`config.mk`:
```
export PLATFORM = sky130hd
export DESIGN_NAME = styled_bresenham_line_stepper_flat
export DESIGN_NICKNAME = d
export VERILOG_FILES = /design/src/rtl/core/bls_pkg.sv /design/src/rtl/core/bls_if.sv /design/src/rtl/core/bls_in_stage.sv /design/src/rtl/core/bls_engine.sv /design/src/rtl/core/bls_out_stage.sv /design/src/rtl/core/styled_bresenham_line_stepper.sv /design/src/flat_wrapper.sv
export SDC_FILE = /design/constraint.sdc
export NUM_CORES = 1
export LEC_CHECK = 0
export BUFFER_PORTS_ARGS = -buffer_cell sky130_fd_sc_hd__buf_2
export CORE_ASPECT_RATIO = 1.2
export CORE_MARGIN = 2
export CORE_UTILIZATION = 50
export CTS_BUF_LIST = sky130_fd_sc_hd__clkbuf_4 sky130_fd_sc_hd__clkbuf_8 sky130_fd_sc_hd__clkbuf_16
export CTS_CLUSTER_DIAMETER = 80
export DETAILED_ROUTE_END_ITERATION = 6
export PLACE_DENSITY = 0.78
export SKIP_CTS_REPAIR_TIMING = 1
export SLEW_MARGIN = 20
export SYNTH_ARGS = -nofsm -noshare
export SYNTH_HDL_FRONTEND = slang
export SYNTH_SLANG_ARGS = --single-unit
```
`constraint.sdc`:
```
create_clock -name clk -period 14.7 [get_ports clk]
set_clock_uncertainty 0.15 [all_clocks]
set_input_delay 0.735 -clock clk [delete_from_list [all_inputs] [get_ports clk]]
set_output_delay 0.735 -clock clk [all_outputs]
set_load 0.05 [all_outputs]
```
`src/rtl/core/bls_pkg.sv`:
```
// Package of the line stepper: opcodes, line styles, pattern constants and helpers.
// It depends on nothing; every other file of the block but assert_macros.svh uses it.
`timescale 1ns / 1ps
`default_nettype none

package bls_pkg;

    localparam int COORD_BITS_DEF = 11;

    localparam int PATTERN_LEN = 8;
    localparam int DASH_ON     = 5;
    localparam int DOT_PERIOD  = 2;
    localparam int PHASE_BITS  = $clog2(PATTERN_LEN);

    localparam int SIGN_X_MOVE = 0;
    localparam int SIGN_X_NEG  = 1;
    localparam int SIGN_Y_MOVE = 2;
    localparam int SIGN_Y_NEG  = 3;
    localparam int SIGN_BITS   = 4;

    typedef enum logic {
        OP_LOAD = 1'b0,
        OP_STEP = 1'b1
    } opcode_t;

    typedef enum logic [1:0] {
        STYLE_SIMPLE = 2'd0,
        STYLE_DOTTED = 2'd1,
        STYLE_DASHED = 2'd2,
        STYLE_SOLID  = 2'd3
    } style_t;

    typedef logic [PHASE_BITS-1:0] phase_t;

    typedef struct packed {
        logic take;
        logic emit;
    } eng_ctrl_t;

    function automatic logic style_draws(style_t style, phase_t phase);
        logic draws;
        case (style)
            STYLE_DOTTED:
            begin
                draws = ((phase & phase_t'(DOT_PERIOD - 1)) == '0);
            end
            STYLE_DASHED:
            begin
                draws = (phase < phase_t'(DASH_ON));
            end
            default:
            begin
                draws = 1'b1;
            end
        endcase
        return draws;
    endfunction

endpackage

`default_nettype wire

```
`src/rtl/core/bls_if.sv`:
```
// Channel interfaces of the line stepper: command, pixel and style configuration.
// They depend on bls_pkg for the opcode and style types.
`timescale 1ns / 1ps
`default_nettype none

interface bls_cmd_if #(
    parameter int COORD_BITS = bls_pkg::COORD_BITS_DEF
);
    logic                  valid;
    logic                  ready;
    bls_pkg::opcode_t      opcode;
    logic [COORD_BITS-1:0] start_x;
    logic [COORD_BITS-1:0] start_y;
    logic [COORD_BITS-1:0] end_x;
    logic [COORD_BITS-1:0] end_y;

    modport source (output valid, opcode, start_x, start_y, end_x, end_y, input ready);
    modport sink (input valid, opcode, start_x, start_y, end_x, end_y, output ready);
endinterface

interface bls_pixel_if #(
    parameter int COORD_BITS = bls_pkg::COORD_BITS_DEF
);
    logic                  valid;
    logic                  ready;
    logic [COORD_BITS-1:0] pixel_x;
    logic [COORD_BITS-1:0] pixel_y;
    logic                  visible;
    logic                  last_pixel;

    modport source (output valid, pixel_x, pixel_y, visible, last_pixel, input ready);
    modport sink (input valid, pixel_x, pixel_y, visible, last_pixel, output ready);
endinterface

interface bls_cfg_if;
    logic              valid;
    logic              ready;
    bls_pkg::style_t   line_style;

    modport source (output valid, line_style, input ready);
    modport sink (input valid, line_style, output ready);
endinterface

`default_nettype wire

```
`src/rtl/core/bls_in_stage.sv`:
```
// Input register of the line stepper: holds one command until the engine takes it.
// It depends on bls_pkg for the opcode type and the engine control struct.
`timescale 1ns / 1ps
`default_nettype none

module bls_in_stage #(
    parameter int COORD_BITS = bls_pkg::COORD_BITS_DEF
) (
    input  wire logic                  clk,
    input  wire logic                  rst_n,
    input  wire logic                  cmd_valid,
    output logic                       cmd_ready,
    input  wire bls_pkg::opcode_t      cmd_opcode,
    input  wire logic [COORD_BITS-1:0] cmd_start_x,
    input  wire logic [COORD_BITS-1:0] cmd_start_y,
    input  wire logic [COORD_BITS-1:0] cmd_end_x,
    input  wire logic [COORD_BITS-1:0] cmd_end_y,
    input  wire bls_pkg::eng_ctrl_t    ctrl,
    output logic                       item_valid,
    output bls_pkg::opcode_t           item_opcode,
    output logic [COORD_BITS-1:0]      item_start_x,
    output logic [COORD_BITS-1:0]      item_start_y,
    output logic [COORD_BITS-1:0]      item_end_x,
    output logic [COORD_BITS-1:0]      item_end_y
);

    logic                  valid_reg;
    bls_pkg::opcode_t      opcode_reg;
    logic [COORD_BITS-1:0] start_x_reg;
    logic [COORD_BITS-1:0] start_y_reg;
    logic [COORD_BITS-1:0] end_x_reg;
    logic [COORD_BITS-1:0] end_y_reg;

    assign cmd_ready = !valid_reg || ctrl.take;

    always_ff @(posedge clk or negedge rst_n)
    begin
        if (!rst_n)
        begin
            valid_reg <= 1'b0;
        end
        else if (cmd_ready)
        begin
            valid_reg <= cmd_valid;
        end
    end

    always_ff @(posedge clk)
    begin
        if (cmd_valid && cmd_ready)
        begin
            opcode_reg  <= cmd_opcode;
            start_x_reg <= cmd_start_x;
            start_y_reg <= cmd_start_y;
            end_x_reg   <= cmd_end_x;
            end_y_reg   <= cmd_end_y;
        end
    end

    assign item_valid   = valid_reg;
    assign item_opcode  = opcode_reg;
    assign item_start_x = start_x_reg;
    assign item_start_y = start_y_reg;
    assign item_end_x   = end_x_reg;
    assign item_end_y   = end_y_reg;

endmodule

`default_nettype wire

```
`src/rtl/core/bls_engine.sv`:
```
// Line engine of the stepper: line setup on load and one Bresenham step per step command.
// It depends on bls_pkg for opcodes, styles, step sign positions and the control struct.
`timescale 1ns / 1ps
`default_nettype none

module bls_engine #(
    parameter int COORD_BITS = bls_pkg::COORD_BITS_DEF
) (
    input  wire logic                  clk,
    input  wire logic                  rst_n,
    input  wire bls_pkg::style_t       style,
    input  wire logic                  item_valid,
    input  wire bls_pkg::opcode_t      item_opcode,
    input  wire logic [COORD_BITS-1:0] item_start_x,
    input  wire logic [COORD_BITS-1:0] item_start_y,
    input  wire logic [COORD_BITS-1:0] item_end_x,
    input  wire logic [COORD_BITS-1:0] item_end_y,
    input  wire logic                  slot_free,
    output bls_pkg::eng_ctrl_t         ctrl,
    output logic [COORD_BITS-1:0]      pix_x,
    output logic [COORD_BITS-1:0]      pix_y,
    output logic                       pix_visible,
    output logic                       pix_last
);

    localparam int ERR_BITS   = COORD_BITS + 3;
    localparam int STEPS_BITS = COORD_BITS + 1;

    logic [COORD_BITS-1:0]         cur_x_reg, cur_x_next;
    logic [COORD_BITS-1:0]         cur_y_reg, cur_y_next;
    logic signed [ERR_BITS-1:0]    error_term_reg, error_term_next;
    logic [COORD_BITS-1:0]         major_delta_reg, major_delta_next;
    logic [COORD_BITS-1:0]         minor_delta_reg, minor_delta_next;
    logic [bls_pkg::SIGN_BITS-1:0] step_signs_reg, step_signs_next;
    logic                          swap_axes_reg, swap_axes_next;
    logic [STEPS_BITS-1:0]         steps_left_reg, steps_left_next;
    bls_pkg::phase_t               pattern_phase_reg, pattern_phase_next;

    logic [COORD_BITS-1:0]         delta_x;
    logic [COORD_BITS-1:0]         delta_y;
    logic                          load_swap;
    logic [COORD_BITS-1:0]         load_major;
    logic [COORD_BITS-1:0]         load_minor;
    logic [bls_pkg::SIGN_BITS-1:0] load_signs;
    logic signed [ERR_BITS-1:0]    load_error;

    logic                          is_load;
    logic                          need_out;
    logic                          err_nonneg;
    logic                          move_x;
    logic                          move_y;
    logic [COORD_BITS-1:0]         step_x;
    logic [COORD_BITS-1:0]         step_y;
    logic signed [ERR_BITS-1:0]    twice_major;
    logic signed [ERR_BITS-1:0]    twice_minor;
    logic signed [ERR_BITS-1:0]    step_error;

    always_comb
    begin
        delta_x = (item_end_x >= item_start_x) ? (item_end_x - item_start_x)
                                               : (item_start_x - item_end_x);
        delta_y = (item_end_y >= item_start_y) ? (item_end_y - item_start_y)
                                               : (item_start_y - item_end_y);
        load_swap  = (delta_y > delta_x);
        load_major = load_swap ? delta_y : delta_x;
        load_minor = load_swap ? delta_x : delta_y;
        load_error = $signed({2'b00, load_minor, 1'b0}) - $signed({3'b000, load_major});

        load_signs = '0;
        load_signs[bls_pkg::SIGN_X_MOVE] = (item_end_x != item_start_x);
        load_signs[bls_pkg::SIGN_X_NEG]  = (item_end_x < item_start_x);
        load_signs[bls_pkg::SIGN_Y_MOVE] = (item_end_y != item_start_y);
        load_signs[bls_pkg::SIGN_Y_NEG]  = (item_end_y < item_start_y);
    end

    always_comb
    begin
        err_nonneg  = (error_term_reg >= 0);
        twice_major = $signed({2'b00, major_delta_reg, 1'b0});
        twice_minor = $signed({2'b00, minor_delta_reg, 1'b0});
        step_error  = error_term_reg + twice_minor - (err_nonneg ? twice_major : '0);

        move_x = step_signs_reg[bls_pkg::SIGN_X_MOVE] && (!swap_axes_reg || err_nonneg);
        move_y = step_signs_reg[bls_pkg::SIGN_Y_MOVE] && (swap_axes_reg || err_nonneg);

        if (!move_x)
        begin
            step_x = cur_x_reg;
        end
        else if (step_signs_reg[bls_pkg::SIGN_X_NEG])
        begin
            step_x = cur_x_reg - COORD_BITS'(1);
        end
        else
        begin
            step_x = cur_x_reg + COORD_BITS'(1);
        end

        if (!move_y)
        begin
            step_y = cur_y_reg;
        end
        else if (step_signs_reg[bls_pkg::SIGN_Y_NEG])
        begin
            step_y = cur_y_reg - COORD_BITS'(1);
        end
        else
        begin
            step_y = cur_y_reg + COORD_BITS'(1);
        end
    end

    always_comb
    begin
        is_load   = item_valid && (item_opcode == bls_pkg::OP_LOAD);
        need_out  = item_valid && (item_opcode == bls_pkg::OP_STEP) && (steps_left_reg != '0);
        ctrl.take = item_valid && (!need_out || slot_free);
        ctrl.emit = need_out && slot_free;
    end

    always_comb
    begin
        cur_x_next         = cur_x_reg;
        cur_y_next         = cur_y_reg;
        error_term_next    = error_term_reg;
        major_delta_next   = major_delta_reg;
        minor_delta_next   = minor_delta_reg;
        step_signs_next    = step_signs_reg;
        swap_axes_next     = swap_axes_reg;
        steps_left_next    = steps_left_reg;
        pattern_phase_next = pattern_phase_reg;

        if (is_load)
        begin
            cur_x_next         = item_start_x;
            cur_y_next         = item_start_y;
            error_term_next    = load_error;
            major_delta_next   = load_major;
            minor_delta_next   = load_minor;
            step_signs_next    = load_signs;
            swap_axes_next     = load_swap;
            steps_left_next    = {1'b0, load_major} + STEPS_BITS'(1);
            pattern_phase_next = '0;
        end
        else if (ctrl.emit)
        begin
            cur_x_next      = step_x;
            cur_y_next      = step_y;
            error_term_next = step_error;
            steps_left_next = steps_left_reg - STEPS_BITS'(1);
            if (pattern_phase_reg == bls_pkg::phase_t'(bls_pkg::PATTERN_LEN - 1))
            begin
                pattern_phase_next = '0;
            end
            else
            begin
                pattern_phase_next = pattern_phase_reg + bls_pkg::phase_t'(1);
            end
        end
    end

    always_ff @(posedge clk or negedge rst_n)
    begin
        if (!rst_n)
        begin
            cur_x_reg         <= '0;
            cur_y_reg         <= '0;
            error_term_reg    <= '0;
            major_delta_reg   <= '0;
            minor_delta_reg   <= '0;
            step_signs_reg    <= '0;
            swap_axes_reg     <= 1'b0;
            steps_left_reg    <= '0;
            pattern_phase_reg <= '0;
        end
        else
        begin
            cur_x_reg         <= cur_x_next;
            cur_y_reg         <= cur_y_next;
            error_term_reg    <= error_term_next;
            major_delta_reg   <= major_delta_next;
            minor_delta_reg   <= minor_delta_next;
            step_signs_reg    <= step_signs_next;
            swap_axes_reg     <= swap_axes_next;
            steps_left_reg    <= steps_left_next;
            pattern_phase_reg <= pattern_phase_next;
        end
    end

    assign pix_x       = cur_x_reg;
    assign pix_y       = cur_y_reg;
    assign pix_visible = bls_pkg::style_draws(style, pattern_phase_reg);
    assign pix_last    = (steps_left_reg == STEPS_BITS'(1));

endmodule

`default_nettype wire

```
`src/rtl/core/bls_out_stage.sv`:
```
// Result register of the line stepper: holds one pixel until the receiver takes it.
// It depends on bls_pkg for the engine control struct.
`timescale 1ns / 1ps
`default_nettype none

module bls_out_stage #(
    parameter int COORD_BITS = bls_pkg::COORD_BITS_DEF
) (
    input  wire logic                  clk,
    input  wire logic                  rst_n,
    input  wire bls_pkg::eng_ctrl_t    ctrl,
    input  wire logic [COORD_BITS-1:0] pix_x,
    input  wire logic [COORD_BITS-1:0] pix_y,
    input  wire logic                  pix_visible,
    input  wire logic                  pix_last,
    output logic                       slot_free,
    output logic                       pixel_valid,
    input  wire logic                  pixel_ready,
    output logic [COORD_BITS-1:0]      pixel_x,
    output logic [COORD_BITS-1:0]      pixel_y,
    output logic                       visible,
    output logic                       last_pixel
);

    logic                  valid_reg;
    logic [COORD_BITS-1:0] x_reg;
    logic [COORD_BITS-1:0] y_reg;
    logic                  visible_reg;
    logic                  last_reg;

    assign slot_free = !valid_reg || pixel_ready;

    always_ff @(posedge clk or negedge rst_n)
    begin
        if (!rst_n)
        begin
            valid_reg <= 1'b0;
        end
        else if (ctrl.emit)
        begin
            valid_reg <= 1'b1;
        end
        else if (pixel_ready)
        begin
            valid_reg <= 1'b0;
        end
    end

    always_ff @(posedge clk)
    begin
        if (ctrl.emit)
        begin
            x_reg       <= pix_x;
            y_reg       <= pix_y;
            visible_reg <= pix_visible;
            last_reg    <= pix_last;
        end
    end

    assign pixel_valid = valid_reg;
    assign pixel_x     = x_reg;
    assign pixel_y     = y_reg;
    assign visible     = visible_reg;
    assign last_pixel  = last_reg;

endmodule

`default_nettype wire

```
`src/rtl/core/styled_bresenham_line_stepper.sv`:
```
// Top level of the styled Bresenham line stepper.
// It depends on bls_pkg, the channel interfaces, bls_in_stage, bls_engine and bls_out_stage.
//
// The cmd channel carries load and step commands. A load transfer sets up a line between
// two endpoints and gives no pixel. Each step transfer on an active line gives one pixel
// on the pixel channel, from the start point to the end point, with a visible bit from the
// line style and a last_pixel marker on the end point. A step with no active line gives
// nothing. A line of equal endpoints is a single pixel marked last.
// The cfg channel writes the line style; it is always ready. The user is bound to see that
// it is written only while idle; the block itself does not enforce this.
// A step waits in the command register; the engine then advances the line state and
// fills the pixel register, from which the pixel is transferred.
// Throughput: one command per cycle, unless a pending step waits for the pixel register.
// The next command is taken while a finished pixel waits, as long as the command in the
// command register gives no pixel or the waiting pixel is taken. When the receiver holds
// pixel.ready low, the pixel stays stable, a pending step waits there and cmd.ready falls.
// Reset clears the line state, so no line is active and the style is simple.
`timescale 1ns / 1ps
`default_nettype none

module styled_bresenham_line_stepper #(
    parameter int COORD_BITS = bls_pkg::COORD_BITS_DEF
) (
    input  wire logic  clk,
    input  wire logic  rst_n,
    bls_cmd_if.sink    cmd,
    bls_pixel_if.source pixel,
    bls_cfg_if.sink    cfg
);

    bls_pkg::style_t       line_style_reg;
    bls_pkg::eng_ctrl_t    ctrl;
    logic                  slot_free;
    logic                  item_valid;
    bls_pkg::opcode_t      item_opcode;
    logic [COORD_BITS-1:0] item_start_x;
    logic [COORD_BITS-1:0] item_start_y;
    logic [COORD_BITS-1:0] item_end_x;
    logic [COORD_BITS-1:0] item_end_y;
    logic [COORD_BITS-1:0] pix_x;
    logic [COORD_BITS-1:0] pix_y;
    logic                  pix_visible;
    logic                  pix_last;

    assign cfg.ready = 1'b1;

    always_ff @(posedge clk or negedge rst_n)
    begin
        if (!rst_n)
        begin
            line_style_reg <= bls_pkg::STYLE_SIMPLE;
        end
        else if (cfg.valid)
        begin
            line_style_reg <= cfg.line_style;
        end
    end

    bls_in_stage #(
        .COORD_BITS (COORD_BITS)
    ) u_in_stage (
        .clk          (clk),
        .rst_n        (rst_n),
        .cmd_valid    (cmd.valid),
        .cmd_ready    (cmd.ready),
        .cmd_opcode   (cmd.opcode),
        .cmd_start_x  (cmd.start_x),
        .cmd_start_y  (cmd.start_y),
        .cmd_end_x    (cmd.end_x),
        .cmd_end_y    (cmd.end_y),
        .ctrl         (ctrl),
        .item_valid   (item_valid),
        .item_opcode  (item_opcode),
        .item_start_x (item_start_x),
        .item_start_y (item_start_y),
        .item_end_x   (item_end_x),
        .item_end_y   (item_end_y)
    );

    bls_engine #(
        .COORD_BITS (COORD_BITS)
    ) u_engine (
        .clk          (clk),
        .rst_n        (rst_n),
        .style        (line_style_reg),
        .item_valid   (item_valid),
        .item_opcode  (item_opcode),
        .item_start_x (item_start_x),
        .item_start_y (item_start_y),
        .item_end_x   (item_end_x),
        .item_end_y   (item_end_y),
        .slot_free    (slot_free),
        .ctrl         (ctrl),
        .pix_x        (pix_x),
        .pix_y        (pix_y),
        .pix_visible  (pix_visible),
        .pix_last     (pix_last)
    );

    bls_out_stage #(
        .COORD_BITS (COORD_BITS)
    ) u_out_stage (
        .clk         (clk),
        .rst_n       (rst_n),
        .ctrl        (ctrl),
        .pix_x       (pix_x),
        .pix_y       (pix_y),
        .pix_visible (pix_visible),
        .pix_last    (pix_last),
        .slot_free   (slot_free),
        .pixel_valid (pixel.valid),
        .pixel_ready (pixel.ready),
        .pixel_x     (pixel.pixel_x),
        .pixel_y     (pixel.pixel_y),
        .visible     (pixel.visible),
        .last_pixel  (pixel.last_pixel)
    );

endmodule

`default_nettype wire

```
`src/flat_wrapper.sv`:
```
// flat-port wrapper written by rule: the top's interface ports become plain ports
module styled_bresenham_line_stepper_flat 
#(
    parameter int COORD_BITS = bls_pkg::COORD_BITS_DEF
)
  (clk, rst_n, cmd_valid, cmd_opcode, cmd_start_x, cmd_start_y, cmd_end_x, cmd_end_y, cmd_ready, pixel_valid, pixel_pixel_x, pixel_pixel_y, pixel_visible, pixel_last_pixel, pixel_ready, cfg_valid, cfg_line_style, cfg_ready);
  bls_cmd_if #(.COORD_BITS(COORD_BITS)) cmd_i ();
  bls_pixel_if #(.COORD_BITS(COORD_BITS)) pixel_i ();
  bls_cfg_if cfg_i ();
  input  wire logic clk;
  input  wire logic rst_n;
  input wire logic [$bits(cmd_i.valid)-1:0] cmd_valid;
  input wire logic [$bits(cmd_i.opcode)-1:0] cmd_opcode;
  input wire logic [$bits(cmd_i.start_x)-1:0] cmd_start_x;
  input wire logic [$bits(cmd_i.start_y)-1:0] cmd_start_y;
  input wire logic [$bits(cmd_i.end_x)-1:0] cmd_end_x;
  input wire logic [$bits(cmd_i.end_y)-1:0] cmd_end_y;
  output wire logic [$bits(cmd_i.ready)-1:0] cmd_ready;
  output wire logic [$bits(pixel_i.valid)-1:0] pixel_valid;
  output wire logic [$bits(pixel_i.pixel_x)-1:0] pixel_pixel_x;
  output wire logic [$bits(pixel_i.pixel_y)-1:0] pixel_pixel_y;
  output wire logic [$bits(pixel_i.visible)-1:0] pixel_visible;
  output wire logic [$bits(pixel_i.last_pixel)-1:0] pixel_last_pixel;
  input wire logic [$bits(pixel_i.ready)-1:0] pixel_ready;
  input wire logic [$bits(cfg_i.valid)-1:0] cfg_valid;
  input wire logic [$bits(cfg_i.line_style)-1:0] cfg_line_style;
  output wire logic [$bits(cfg_i.ready)-1:0] cfg_ready;
  assign cmd_i.valid = cmd_valid;
  assign cmd_i.opcode = cmd_opcode;
  assign cmd_i.start_x = cmd_start_x;
  assign cmd_i.start_y = cmd_start_y;
  assign cmd_i.end_x = cmd_end_x;
  assign cmd_i.end_y = cmd_end_y;
  assign cmd_ready = cmd_i.ready;
  assign pixel_valid = pixel_i.valid;
  assign pixel_pixel_x = pixel_i.pixel_x;
  assign pixel_pixel_y = pixel_i.pixel_y;
  assign pixel_visible = pixel_i.visible;
  assign pixel_last_pixel = pixel_i.last_pixel;
  assign pixel_i.ready = pixel_ready;
  assign cfg_i.valid = cfg_valid;
  assign cfg_i.line_style = cfg_line_style;
  assign cfg_ready = cfg_i.ready;
  styled_bresenham_line_stepper #(.COORD_BITS(COORD_BITS)) u_core (.clk(clk), .rst_n(rst_n), .cmd(cmd_i), .pixel(pixel_i), .cfg(cfg_i));
endmodule
```
# Yosys cells after proc, flatten, opt, wreduce, memory -nomap -nowiden
# Cells that the tools add are included.
[word_totals]
regBits = 151
input_bits = 52
out_inout_bits = 27
elab_cells = 97
[classes]
n_addsub = 14
magnitude_cmp = 7
eq_ne = 6
muxes = 23
bitwise = 1
n_reduce_logical = 25
[op_table]
columns = ["op", "n"]
rows = [
  ["$mux W11", 12],
  ["$sub A11 B11 Y11", 4],
  ["$mux W12", 3],
  ["$mux W14", 2],
  ["$add A11 B1 Y11 const B", 2],
  ["$ge A11 B11 Y1", 2],
  ["$lt A11 B11 Y1", 2],
  ["$ne A11 B11 Y1", 2],
  ["$sub A11 B1 Y11 const B", 2],
  ["$add A14 B12 Y14", 1],
  ["$ge A14 B1 Y1 const B", 1],
  ["$sub A14 B12 Y14", 1],
  ["$sub A12 B11 Y13", 1],
  ["$add A11 B1 Y12 const B", 1],
  ["$eq A12 B1 Y1 const B", 1],
  ["$reduce_bool A12 Y1", 1],
  ["$sub A12 B1 Y12 const B", 1],
  ["$gt A11 B11 Y1", 1],
  ["$mux W3", 3],
  ["$logic_and A1 B1 Y1", 8],
  ["$reduce_bool A2 Y1", 4],
  ["$logic_or A1 B1 Y1", 5],
  ["$logic_not A1 Y1", 4],
  ["$reduce_and A2 Y1", 2],
  ["other kinds (9)", 10],
]

# Depth between registers and ports, before layout
[logic_depth]
ltp_word = 7
mapped_depth = 32
depth_no_buf = 30

# Cells and area by module
# Synthesis repeated with hierarchy kept, for this count alone.
[hier_totals]
hier_cells = 1126
area_unflattened_um2 = 10722.8
[by_module_without_submodules]
columns = ["mod", "instances", "cells_per_inst", "area_per_inst_um2", "seq_area_each_um2"]
rows = [
  ["bls_engine", 1, 1044, 8465.6, 1951.9],
  ["bls_in_stage", 1, 49, 1405.1, 1376.3],
  ["bls_out_stage", 1, 27, 768.2, 745.7],
  ["styled_bresenham_line_stepper", 1, 6, 83.8, 50.0],
]

# Worst setup path before layout
# No wires, ideal clock.
[synth_timing]
path_type = "reg-to-reg"
start = "register u_core.u_in_stage.start_x_reg[5], in the netlist u_core.u_in_stage.item_start_x[5]"
end = "register u_core.u_engine.error_term_reg[12]"
setup_time_ns = 0.120
arrival_time_ns = 5.652
t_required_ns = 14.430
slack_ns = 8.778
path_stages_with_launch = 31
n_path_buf = 3
period_less_slack_ns = 5.922
path_cell_list = "edfxtp_1 -> ha_1 -> buf_2 -> nand4_1 -> nor4_4 -> nor2_2 -> nand2_4 -> mux2i_1 -> xnor2_2 -> inv_1 -> ha_1 -> a21oi_1 -> a211oi_1 -> a2111oi_4 -> or2_1 -> clkbuf_1 -> buf_1 -> nand2_1 -> o21ai_0 -> inv_1 -> fa_1 -> inv_1 -> a21oi_1 -> o21bai_1 -> a21o_1 -> a21o_1 -> a31oi_1 -> o21ai_0 -> a211oi_1 -> nor2_1 -> nor2_1"
[synth_via]
elab_chain_len = 6
word_cells_on_any_way = 9
cone_classes = "add/sub: 3; order compare: 2; mux: 4"
[synth_lines]
columns = ["element", "line", "text"]
rows = [
  ["start: declaration", "bls_in_stage.sv:29", "logic [COORD_BITS-1:0] start_x_reg;"],
  ["start signal: assignment", "bls_in_stage.sv:53", "start_x_reg <= cmd_start_x;"],
  ["$sub A11 B11 Y11 (tied with other cells)", "bls_engine.sv:61", ": (item_start_x - item_end_x);"],
  ["$mux W11 (*)", "bls_engine.sv:60", "delta_x = (item_end_x >= item_start_x) ? (item_end_x - item_start_x)"],
  ["$gt A11 B11 Y1", "bls_engine.sv:64", "load_swap = (delta_y > delta_x);"],
  ["$mux W11 (*)", "bls_engine.sv:65", "load_major = load_swap ? delta_y : delta_x;"],
  ["net u_core.u_engine.load_major[1]", "bls_engine.sv:42", "logic [COORD_BITS-1:0] load_major;"],
  ["$sub A12 B11 Y13 (*)", "bls_engine.sv:67", "load_error = $signed({2'b00, load_minor, 1'b0}) - $signed({3'b000, load_major});"],
  ["$mux W14 (*)", "bls_engine.sv:133", "if (is_load)"],
  ["end signal: assignment", "bls_engine.sv:180", "error_term_reg <= error_term_next;"],
  ["end: declaration", "bls_engine.sv:31", "logic signed [ERR_BITS-1:0] error_term_reg, error_term_next;"],
]
# Mark *: on every way through the listed nets, which the timed path passes. The rest lies on a longest branch.
# A chain may end at the register's enable or synchronous reset.

# Final worst setup path
[layout_timing]
start = "register u_core.u_in_stage.start_y_reg[4], in the netlist u_core.u_in_stage.item_start_y[4]"
end = "register u_core.u_engine.error_term_reg[11]"
[layout_via]
elab_chain_len = 6
word_cells_on_any_way = 9
cone_classes = "add/sub: 3; order compare: 2; mux: 4"
[layout_lines]
columns = ["element", "line", "text"]
rows = [
  ["start: declaration", "bls_in_stage.sv:30", "logic [COORD_BITS-1:0] start_y_reg;"],
  ["start signal: assignment", "bls_in_stage.sv:54", "start_y_reg <= cmd_start_y;"],
  ["$sub A11 B11 Y11 (tied with other cells)", "bls_engine.sv:63", ": (item_start_y - item_end_y);"],
  ["$mux W11 (*)", "bls_engine.sv:62", "delta_y = (item_end_y >= item_start_y) ? (item_end_y - item_start_y)"],
  ["$gt A11 B11 Y1", "bls_engine.sv:64", ""],
  ["$mux W11 (*)", "bls_engine.sv:66", "load_minor = load_swap ? delta_x : delta_y;"],
  ["net u_core.u_engine.load_minor[3]", "bls_engine.sv:43", "logic [COORD_BITS-1:0] load_minor;"],
  ["$sub A12 B11 Y13 (*)", "bls_engine.sv:67", ""],
  ["$mux W14 (*)", "bls_engine.sv:133", ""],
]
# Marked as above.

==> impl_metrics.env <==
export IMPL_pre_cts_ws_ns=8.07
export IMPL_dp_hpwl_mm=18.5
export IMPL_first_global_vias=8138
export IMPL_grt_pass1_wl_mm=41.0
export IMPL_crit_arrival_ns=6.90
export IMPL_wl_met3_mm=1.09
export IMPL_diodes=0
export IMPL_io_pins=79
export IMPL_hold_viol_final=0
export IMPL_min_period_ns=6.77
export IMPL_wl_met2_mm=12.5
export IMPL_clock_fmax_ghz=0.148
export IMPL_fp_dieW_um=138
export IMPL_fp_dieH_um=164
export IMPL_avgRoutedWirePerCell_um=17.0
export IMPL_final_util_pct=56.6
export IMPL_largest_reg_flops=14
export IMPL_crit_family="compound AO/OA/AOI/OAI gates"
export IMPL_ys_seq_area_share_pct=38.4
export IMPL_syn_to_final_growth_pct=11.0
export IMPL_crit_required_ns=14.83
export IMPL_final_common_cell="inv_1"
export IMPL_finalCritPeriodShare_pct=46.0
export IMPL_clock_latency_ns=0.43
export IMPL_syn_cell_area_mm2=0.0107
export IMPL_fin_ws_ns=7.93
export IMPL_track_usage_pct=23.2
export IMPL_drtPass1Iterations=4
export IMPL_tightest_slew_ns=0.924
export IMPL_critPathSlowestCell="ha_1"
export IMPL_cts_tree="yes"
export IMPL_drive_gt1_share_pct=13.0
export IMPL_syn_avg_cell_area_um2=9.50
export IMPL_setup_tns_ns=0
export IMPL_row_count=58
export IMPL_gp_congestion=0.911
export IMPL_critPathKind="reg2reg"
export IMPL_wl_mm=25.1
export IMPL_fin_nets=1367
export IMPL_min_path_type="in2reg"
export IMPL_ant_nets=0
export IMPL_outcome="finished, final reports clean"
export IMPL_fillers=1817
export IMPL_grt_ovfl_total=0
export IMPL_vdd_drop_max_mv=0.162
export IMPL_drt_iter0_drc=665
export IMPL_start_util_pct=51.0
export IMPL_cts_max_level=4
export IMPL_synthesis_nets=1301
export IMPL_setup_violations=0
export IMPL_fp_coreArea_mm2=0.0210
export IMPL_crit_path_max_fanout=19
export IMPL_drc_errors=0
export IMPL_cpPeakStageDelay_ns=0.59
export IMPL_antenna_found_initial=0
export IMPL_synth_seq_cells=151
export IMPL_clock_path_buffers=2
export IMPL_rsz0062_at_grt="no"
export IMPL_power_density_mw_per_mm2=228
export IMPL_seq_area_mm2=0.00412
export IMPL_slew_headroom_pct=38.4
export IMPL_cap_violations=0
export IMPL_path_cells="ha_1 -> o211ai_4 -> a21boi_2 -> o21ai_2 -> o21ai_4 -> mux2i_1 -> xor2_1 -> inv_1 -> ha_1 -> nand4_1 -> a211oi_1 -> a2111oi_4 -> or2_1 -> mux2i_1 -> ha_1 -> a21o_1 -> a21oi_1 -> nor2b_1 -> a311oi_1 -> a21oi_1 -> a2111oi_0 -> xnor2_1 -> a21oi_1"
export IMPL_num_vias=8344
export IMPL_viasPerCell=5.65
export IMPL_yosysUniqueCellTypes=87
export IMPL_cts_buffers=17
export IMPL_cts_sinks=151
export IMPL_synth_ff_type="dfrtp_1"
export IMPL_hold_worst_slack_ns=0.322
export IMPL_p_leak_nw=5.46
export IMPL_finalMaxSlewViolations=0
export IMPL_port_buffers=77
export IMPL_synth_edff_count=69
export IMPL_highest_layer="met4"
export IMPL_wl_met1_mm=11.1
export IMPL_endpoint_kind="register"
export IMPL_root_buffer="clkbuf_16"
export IMPL_worst_path_buf_inv=1
export IMPL_layout_common_cells="inv_1, ha_1, nand2_1"
export IMPL_multiInputGateArea_mm2=0.00591
export IMPL_yosysWarnings=0
export IMPL_async_flop_share_pct=54.3
export IMPL_synth_cells=1129
export IMPL_grt_max_degree=73
export IMPL_critPathLaunchType="register"
export IMPL_clk_pin_slew_ns=0.07
export IMPL_design_die_area_mm2=0.0227
## layer usage
metal,vias to the layer above,track usage [%]
met2,215,38.9
met4,0,7.00
met1,4004,31.3
met3,35,3.31
li1,4090,-
met5,-,0
## through the flow
step,std cells,power [W],cell area (µm²)
3_3_place_gp,1445,0.00223,11400
4_1_cts,1477,0.00271,11900
5_1_grt,1478,0.00295,11900
6_report,1478,0.00271,11900
3_5_place_dp,1445,0.00228,11400
2_1_floorplan,1129,0.00192,10700
## cells in the mapped netlist, drive strengths merged (7+ instances only)
cell type  number  area (µm²)
nand2          96         370
nand2b         12        75.1
a211oi         13         108
o21a           15         113
o211ai          7        71.3
nand4          10        77.6
clkbuf         19        71.3
xnor2          38         355
a21oi          84         428
a21o           20         150
nand3          14        82.6
nor4            8        80.1
dfrtp          82        2050
o21ai          93         484
xor2           18         158
fa             19         380
mux2i          22         228
buf            20         108
edfxtp         69        2070
nor2b          25         156
inv           143         537
a31oi          10        68.8
nor3           21         121
o221ai          8        76.3
ha            101        1260
nor2           67         256
and3            7        43.8
## logic make-up after synthesis
logic type               after synthesis  share of synthesized area (%)
AO/OA/AOI/OAI                        307                           18.6
XOR/XNOR                              56                           4.78
adder cells (fa/ha/maj)              120                           15.3
buffers and inverters                182                           6.67
flip-flops                           151                           38.4
multiplexers                          26                           2.58
other                                  1                         0.0350
AND/OR/NAND/NOR                      286                           13.6
## worst reg2reg max path, stage by stage, from the launching register on
cell and delay [ns]:
edfxtp_1 0.42, ha_1 0.59, o211ai_4 0.14, a21boi_2 0.20
o21ai_2 0.13, o21ai_4 0.30, mux2i_1 0.26, xor2_1 0.36
inv_1 0.09, ha_1 0.32, nand4_1 0.13, a211oi_1 0.09
a2111oi_4 0.49, or2_1 0.55, mux2i_1 0.40, ha_1 0.36
a21o_1 0.18, a21oi_1 0.13, nor2b_1 0.06, a311oi_1 0.37
a21oi_1 0.14, a2111oi_0 0.48, xnor2_1 0.20, a21oi_1 0.09
## path summary, 6_finish.rpt
| kind | depth (start not counted) | slack, ns | to | start |
|---|---|---|---|---|
| max in group asynchronous | 3 | 12.67 | u_core.u_engine.step_signs_reg[1] | rst_n |
| max | 23 | 7.93 | u_core.u_engine.error_term_reg[11] | u_core.u_in_stage.item_start_y[4] |
| min reg2reg | 2 | 0.33 | u_core.u_engine.major_delta_reg[0] | u_core.u_engine.major_delta_reg[0] |
| max reg2reg | 23 | 7.93 | u_core.u_engine.error_term_reg[11] | u_core.u_in_stage.item_start_y[4] |
| min in group asynchronous | 2 | 0.55 | u_core.u_engine.pix_y[3] | rst_n |
| min | 1 | 0.32 | u_core.u_in_stage.item_start_x[8] | cmd_start_x[8] |
## final cells by class
cell class,instances,share of cell area [%]
inverter,143,4.51
tap,270,2.84
clock inverter,14,0.946
multi-input combinational,796,49.6
timing repair buffer,86,3.85
clock buffer,18,3.64
sequential,151,34.6
## power breakdown
group | leakage (nW) | internal [W] | switching (W)
Combinational | 3.56 | 0.000677 | 0.000965
Sequential | 1.63 | 0.000569 | 0.0000911
Clock | 0.274 | 0.000222 | 0.000190
Total | 5.46 | 0.00147 | 0.00125
No activity file was read; power rests on OpenSTA's default activity.
